### config.mk
export PLATFORM = sky130hd
export DESIGN_NAME = napt_cell
export DESIGN_NICKNAME = d
export VERILOG_FILES = /design/src/design/napt_pkg.sv /design/src/design/napt_cell.sv
export SDC_FILE = /design/constraint.sdc
export NUM_CORES = 1
export LEC_CHECK = 0
export BUFFER_PORTS_ARGS = -buffer_cell sky130_fd_sc_hd__clkbuf_2
export CORE_AREA = 2 2 107 130
export DETAILED_ROUTE_END_ITERATION = 8
export DIE_AREA = 0 0 109 132
export GPL_ROUTABILITY_DRIVEN = 0
export PLACE_DENSITY = 0.79
export SKIP_CTS_REPAIR_TIMING = 1
export SKIP_LAST_GASP = 1
export SYNTH_ARGS = -nofsm -noshare
export SYNTH_HDL_FRONTEND = slang
export SYNTH_SLANG_ARGS = --single-unit
### constraint.sdc
create_clock -name clk -period 2.8 [get_ports clk]
set_input_delay 0 -clock clk [delete_from_list [all_inputs] [get_ports clk]]
set_output_delay 0 -clock clk [all_outputs]
set_load 0.05 [all_outputs]
### src/design/napt_pkg.sv
// ----------------------------------------------------------------------------
// napt_pkg
// shared types and constants of the port translation table
// ----------------------------------------------------------------------------
`default_nettype none

package napt_pkg;

    localparam int TABLE_ENTRIES_DEF = 64;

    localparam logic [15:0] PORT_START           = 16'd49000;
    localparam logic [31:0] SUBNET_RESET         = 32'h0000_0000;
    localparam logic [1:0]  SUBNET_BYTES_RESET   = 2'd3;
    localparam logic [31:0] PUBLIC_RESET         = 32'h0000_0000;
    localparam logic [31:0] DEFAULT_INSIDE_RESET = 32'hC0A8_0164;

    typedef enum logic [2:0] {
        ST_UNTOUCHED = 3'd0,
        ST_MAPPED    = 3'd1,
        ST_NEW       = 3'd2,
        ST_DEFAULT   = 3'd3,
        ST_FULL      = 3'd4,
        ST_NOPORTS   = 3'd5
    } status_t;

    typedef enum logic [1:0] {
        CFG_PRIVATE_SUBNET = 2'd0,
        CFG_SUBNET_BYTES   = 2'd1,
        CFG_PUBLIC_ADDRESS = 2'd2,
        CFG_DEFAULT_INSIDE = 2'd3
    } cfg_reg_t;

    // search key broadcast to every cell
    typedef struct packed {
        logic [31:0] addr;
        logic [15:0] sport;
        logic [7:0]  proto;
        logic [15:0] kport;
    } query_t;

    // entry write broadcast to every cell
    typedef struct packed {
        logic        en;
        logic [7:0]  proto;
        logic [15:0] kport;
        logic [31:0] addr;
        logic [15:0] iport;
    } entry_wr_t;

    // partial search result handed from cell to cell
    typedef struct packed {
        logic        tok;
        logic        in_hit;
        logic [15:0] in_port;
        logic        key_hit;
        logic [31:0] key_addr;
        logic [15:0] key_port;
    } link_t;

endpackage

`default_nettype wire

### src/design/napt_cell.sv
// ----------------------------------------------------------------------------
// napt_cell
// one table entry with its compare logic and a registered link to the next
// ----------------------------------------------------------------------------
`default_nettype none

module napt_cell import napt_pkg::*; #(
    parameter int IDX_W      = 6,
    parameter int CELL_INDEX = 0
) (
    input  wire logic             clk,
    input  wire logic             rst_n,
    input  wire query_t           query,
    input  wire entry_wr_t        wr,
    input  wire logic [IDX_W-1:0] wr_idx,
    input  wire link_t            link_in,
    input  wire logic [IDX_W-1:0] idx_in,
    output link_t                 link_out,
    output logic [IDX_W-1:0]      idx_out
);

    localparam logic [IDX_W-1:0] MY_IDX = IDX_W'(CELL_INDEX);

    logic             valid_reg;
    logic [7:0]       key_proto_reg;
    logic [15:0]      key_port_reg;
    logic [31:0]      ins_addr_reg;
    logic [15:0]      ins_port_reg;
    link_t            link_reg;
    link_t            link_next;
    logic [IDX_W-1:0] idx_reg;
    logic [IDX_W-1:0] idx_next;
    logic             wr_hit;
    logic             in_match;
    logic             key_match;

    assign wr_hit    = wr.en && (wr_idx == MY_IDX);
    assign in_match  = valid_reg && (ins_addr_reg == query.addr)
                       && (ins_port_reg == query.sport);
    assign key_match = valid_reg && (key_proto_reg == query.proto)
                       && (key_port_reg == query.kport);

    always_comb
    begin
        link_next = link_in;
        idx_next  = idx_in;
        if (!link_in.in_hit && in_match)
        begin
            link_next.in_hit  = 1'b1;
            link_next.in_port = key_port_reg;
        end
        if (!link_in.key_hit && key_match)
        begin
            link_next.key_hit  = 1'b1;
            link_next.key_addr = ins_addr_reg;
            link_next.key_port = ins_port_reg;
            idx_next           = MY_IDX;
        end
    end

    always_ff @(posedge clk or negedge rst_n)
    begin
        if (!rst_n)
        begin
            valid_reg <= 1'b0;
            link_reg  <= '0;
            idx_reg   <= '0;
        end
        else
        begin
            if (wr_hit)
            begin
                valid_reg <= 1'b1;
            end
            link_reg <= link_next;
            idx_reg  <= idx_next;
        end
    end

    always_ff @(posedge clk)
    begin
        if (wr_hit)
        begin
            key_proto_reg <= wr.proto;
            key_port_reg  <= wr.kport;
            ins_addr_reg  <= wr.addr;
            ins_port_reg  <= wr.iport;
        end
    end

    assign link_out = link_reg;
    assign idx_out  = idx_reg;

endmodule

`default_nettype wire

* Yosys cells after proc, flatten, opt, wreduce, memory -nomap -nowiden *
Cells that the tools add are included.

operators by class
  eq/ne operators = 4
  mux-type cells = 3
  reduce and logical (&&, ||, !) cells = 10

operator list
  kind                  number
  two-way mux 49 bit    1
  equality test 16 bit  2
  equality test 32 bit  1
  two-way mux 17 bit    1
  equality test 8 bit   1
  logical AND 1 bit     7
  logical NOT 6 bit     1
  two-way mux 6 bit     1
  logical NOT 1 bit     2

storage, ports and cells
  word-level logic and storage cells = 29
  register bits = 146
  output and inout bits = 73
  input port bits = 226

* Depth between registers and ports, before layout *
  word-level depth = 5
  mapped depth = 8
  mapped depth without buffers = 6

* Worst setup path before layout *
No wires, ideal clock.

  path type = input port to flip-flop
  start = in wr_idx[2]
  end = reg valid_reg
  arrival = 8.218 ns
  required time = 2.691 ns
  path buffers = 0
  library setup time = 0.109 ns
  path slack = -5.527 ns
  stages on the path = 3
  path through = or4b_2 > nor4_1 > or2_2

between the ends
  longest elaborated chain between the ends = 2

RTL lines
  what                    RTL line         text
  start: declaration      napt_cell.sv:15  input wire logic [IDX_W-1:0] wr_idx,
  logical NOT 6 bit       napt_cell.sv:37  assign wr_hit = wr.en && (wr_idx == MY_IDX);
  logical AND 1 bit       napt_cell.sv:37
  via wr_hit              napt_cell.sv:33  logic wr_hit;
  end signal: assignment  napt_cell.sv:65  valid_reg <= 1'b0;
  end signal: assignment  napt_cell.sv:73  valid_reg <= 1'b1;
  end: declaration        napt_cell.sv:24  logic valid_reg;

The timed path passes the listed nets, and every way through them passes these cells.
A chain may end at the register's enable or synchronous reset.

==> summary.md <==
| Metric | Value |
|---|---|
| Status | `finished, final reports clean` |
| Pin slew with the least headroom to its limit | `0.9972 ns` |
| # rows | `46` |
| Most common cell after layout, fill and taps aside | `clkbuf_2` |
| Initial DRC Count | `193` |
| Largest fanout on the critical path | `54` |
| Number of I/O pins | `299` |
| Die W | `109 um` |
| Max Fclk | `0.3582 GHz` |
| Root buf cell | `clkbuf_16` |
| Hold Vio Cnt, Final | `0` |
| Total CTS buffers | `17` |
| Hold crit path type | `in2reg` |
| Max Cap Violations | `0` |
| Reg-to-reg slack, setup | `0.009 ns` |
| CP Capture Type | `flop` |
| Port bufs | `298` |
| Fin nets | `1027` |
| Mux contribution to synthesized area | `0.1301` |
| Peak VDD IR | `369.4 uV` |
| Simple-gate portion of the synthesized area | `0.05065` |
| Mapped Nets | `567` |
| Vias | `4870` |
| Detailed Route WL | `19620 um` |
| Netlist cell types | `35` |
| GRT overflow | `0` |
| Syn avg cell area | `17.09 sq um` |
| Vias in the first global route | `4571` |
| Final setup vio count | `0` |
| Largest family of logic cells by synthesized area | `multiplexers` |
| Pwr Density | `551.5 nW/um^2` |
| Share of cells above drive strength 1 | `0.5000` |
| Hold WS | `0.05473 ns` |
| CTS H-tree lvls | `4` |
| Mapped Cells | `341` |
| First-pass GRT wire length | `23340 um` |
| Static leakage | `4.272 nW` |
| Adder-Cell Fraction of Synth Area | `0` |
| Worst endpoint required time | `3.09 ns` |
| Reg area | `4014 sq um` |
| Drt wl/cell | `19.94 um` |
| Largest net degree at the start of global routing | `75` |
| Slew HR | `0.3352` |
| Fin. max-slew vios | `0` |
| DR DRC count | `0` |
| Crit path launch type | `flop` |
| CTS Sinks | `146` |
| CTS tree | `done` |
| Starting density of the core | `0.4462` |
| Most frequent cells in the layout | `clkbuf_2 (297), dlygate4sd3_1 (146), dfrtp_1 (74)` |
| Power Total | `5.260 mW` |
| Post-DP HPWL | `11920 um` |
| Via density | `4.949` |
| All-Layer GR Usage | `0.2201` |
| Synth Area in Compound Gates | `0.01867` |
| Crit path time final | `2.791 ns` |
| Area growth from synthesis to layout | `63.62%` |
| Crit path kind | `reg2reg` |
| Yosys reg bits | `146` |
| Multi-input logic area | `1715 sq um` |
| Antenna violations before repair | `2` |
| Clk slew on worst S/H paths | `0.07 ns` |
| Clock Skew | `0.01722 ns` |
| Xor/xnor cell area share of the yosys netlist | `0.09165` |
| Clock latency on the worst-skew pair | `0.42 ns` |
| Largest register FFs | `67` |
| Maximum clock path buffer count | `2` |
| Yosys Warn Count | `0` |
| Chip height | `132 um` |
| TritonRoute pass-1 iters | `4` |
| Seq/Total Area, Yosys | `0.6886` |
| Placeable Area | `13070 sq um` |
| Fillers | `769` |
| CP arrival | `3.08 ns` |
| Die footprint | `14390 sq um` |
| Tcrit/Tclk final | `0.9969` |
| DRT antenna net count | `0` |
| Cell area after synthesis | `5829 sq um` |
worst max-delay path: stages, from the launching register on:
cell and delay, ns:
edfxtp_1 0.45, xnor2_1 0.22, nand4_1 0.13, nor4_1 0.50
nand4_1 0.24, or2_2 0.34, buf_4 0.33, mux2_2 0.40
cell type report:
type,instances,area share
flip-flops and latches,146,0.4208
repair buffers,448,0.3143
multi-input cells,178,0.1799
clock buffers,18,0.04500
well taps,168,0.02204
clock inverters,14,0.01351
inverters,10,0.003935
diodes,2,0.0005247
kinds of logic after synthesis:
kind of cell / after synthesis
AOI/OAI and AO/OA: 10
xor gates and xnor gates: 61
buffers and inverters: 17
DFF: 146
muxes: 64
and+or+nand+nor: 43
layer usage:
layer | vias up | share of wire | GRT usage
li1 | 2156 | - | -
met1 | 2379 | 0.34 | 0.2297
met2 | 283 | 0.56 | 0.3927
met3 | 52 | 0.071 | 0.07909
met4 | 0 | 0.036 | 0.09046
met5 | - | 0 | 0
stage by stage:
step	cells	util	instance area (sq um)	worst slack, ns	TNS [ns]
global placement	804	0.5751	7513	0.3377	0
floorplan	341	-	5848	-0.5483	-39.99
finish	984	0.7300	9538	0.008603	0
CTS	836	0.6178	8071	0.2632	0
detailed placement	804	0.5751	7513	0.2861	0
global route	984	0.7300	9538	-0.01882	-0.06174
cells in the mapped netlist, drive strengths merged:
library cell,instances,area (sq um)
xnor2,38,332.8
nand4,11,81.32
nand2b,7,43.79
mux2,64,758.2
a2111oi,1,27.53
nand3,1,5.000
o21ai,1,5.000
or4b,1,10.01
o22ai,1,6.260
or2,2,12.52
xor2,23,201.4
o221ai,2,23.77
o2111ai,2,17.52
nand2,1,3.750
inv,10,37.54
and2b,1,8.760
nor4,8,56.30
a222oi,1,10.01
dfrtp,74,1852
and2,6,37.54
nor2b,1,6.260
buf,7,81.32
nor3,3,26.28
nor2,1,3.750
o21bai,1,7.510
edfxtp,72,2162
a2111o,1,11.26
final timing paths:
path                                        from           end  depth (start not counted)
worst min-delay path                   query[37]  link_out[65]                          4
worst max-delay path             key_port_reg[5]  link_out[22]                          7
min in group asynchronous                  rst_n  link_out[34]                          2
max in group asynchronous                  rst_n  link_out[17]                          2
worst min register to register  ins_addr_reg[21]  link_out[37]                          1
worst max register to register   key_port_reg[5]  link_out[22]                          7
power breakdown:
part | switching (mW) | internal (mW) | total [mW]
Sequential | 0.0278 | 2.32 | 2.35
Combinational | 0.402 | 0.358 | 0.760
Clock | 0.920 | 1.23 | 2.15
Total | 1.35 | 3.91 | 5.26
(Power assumes the default switching activity.)
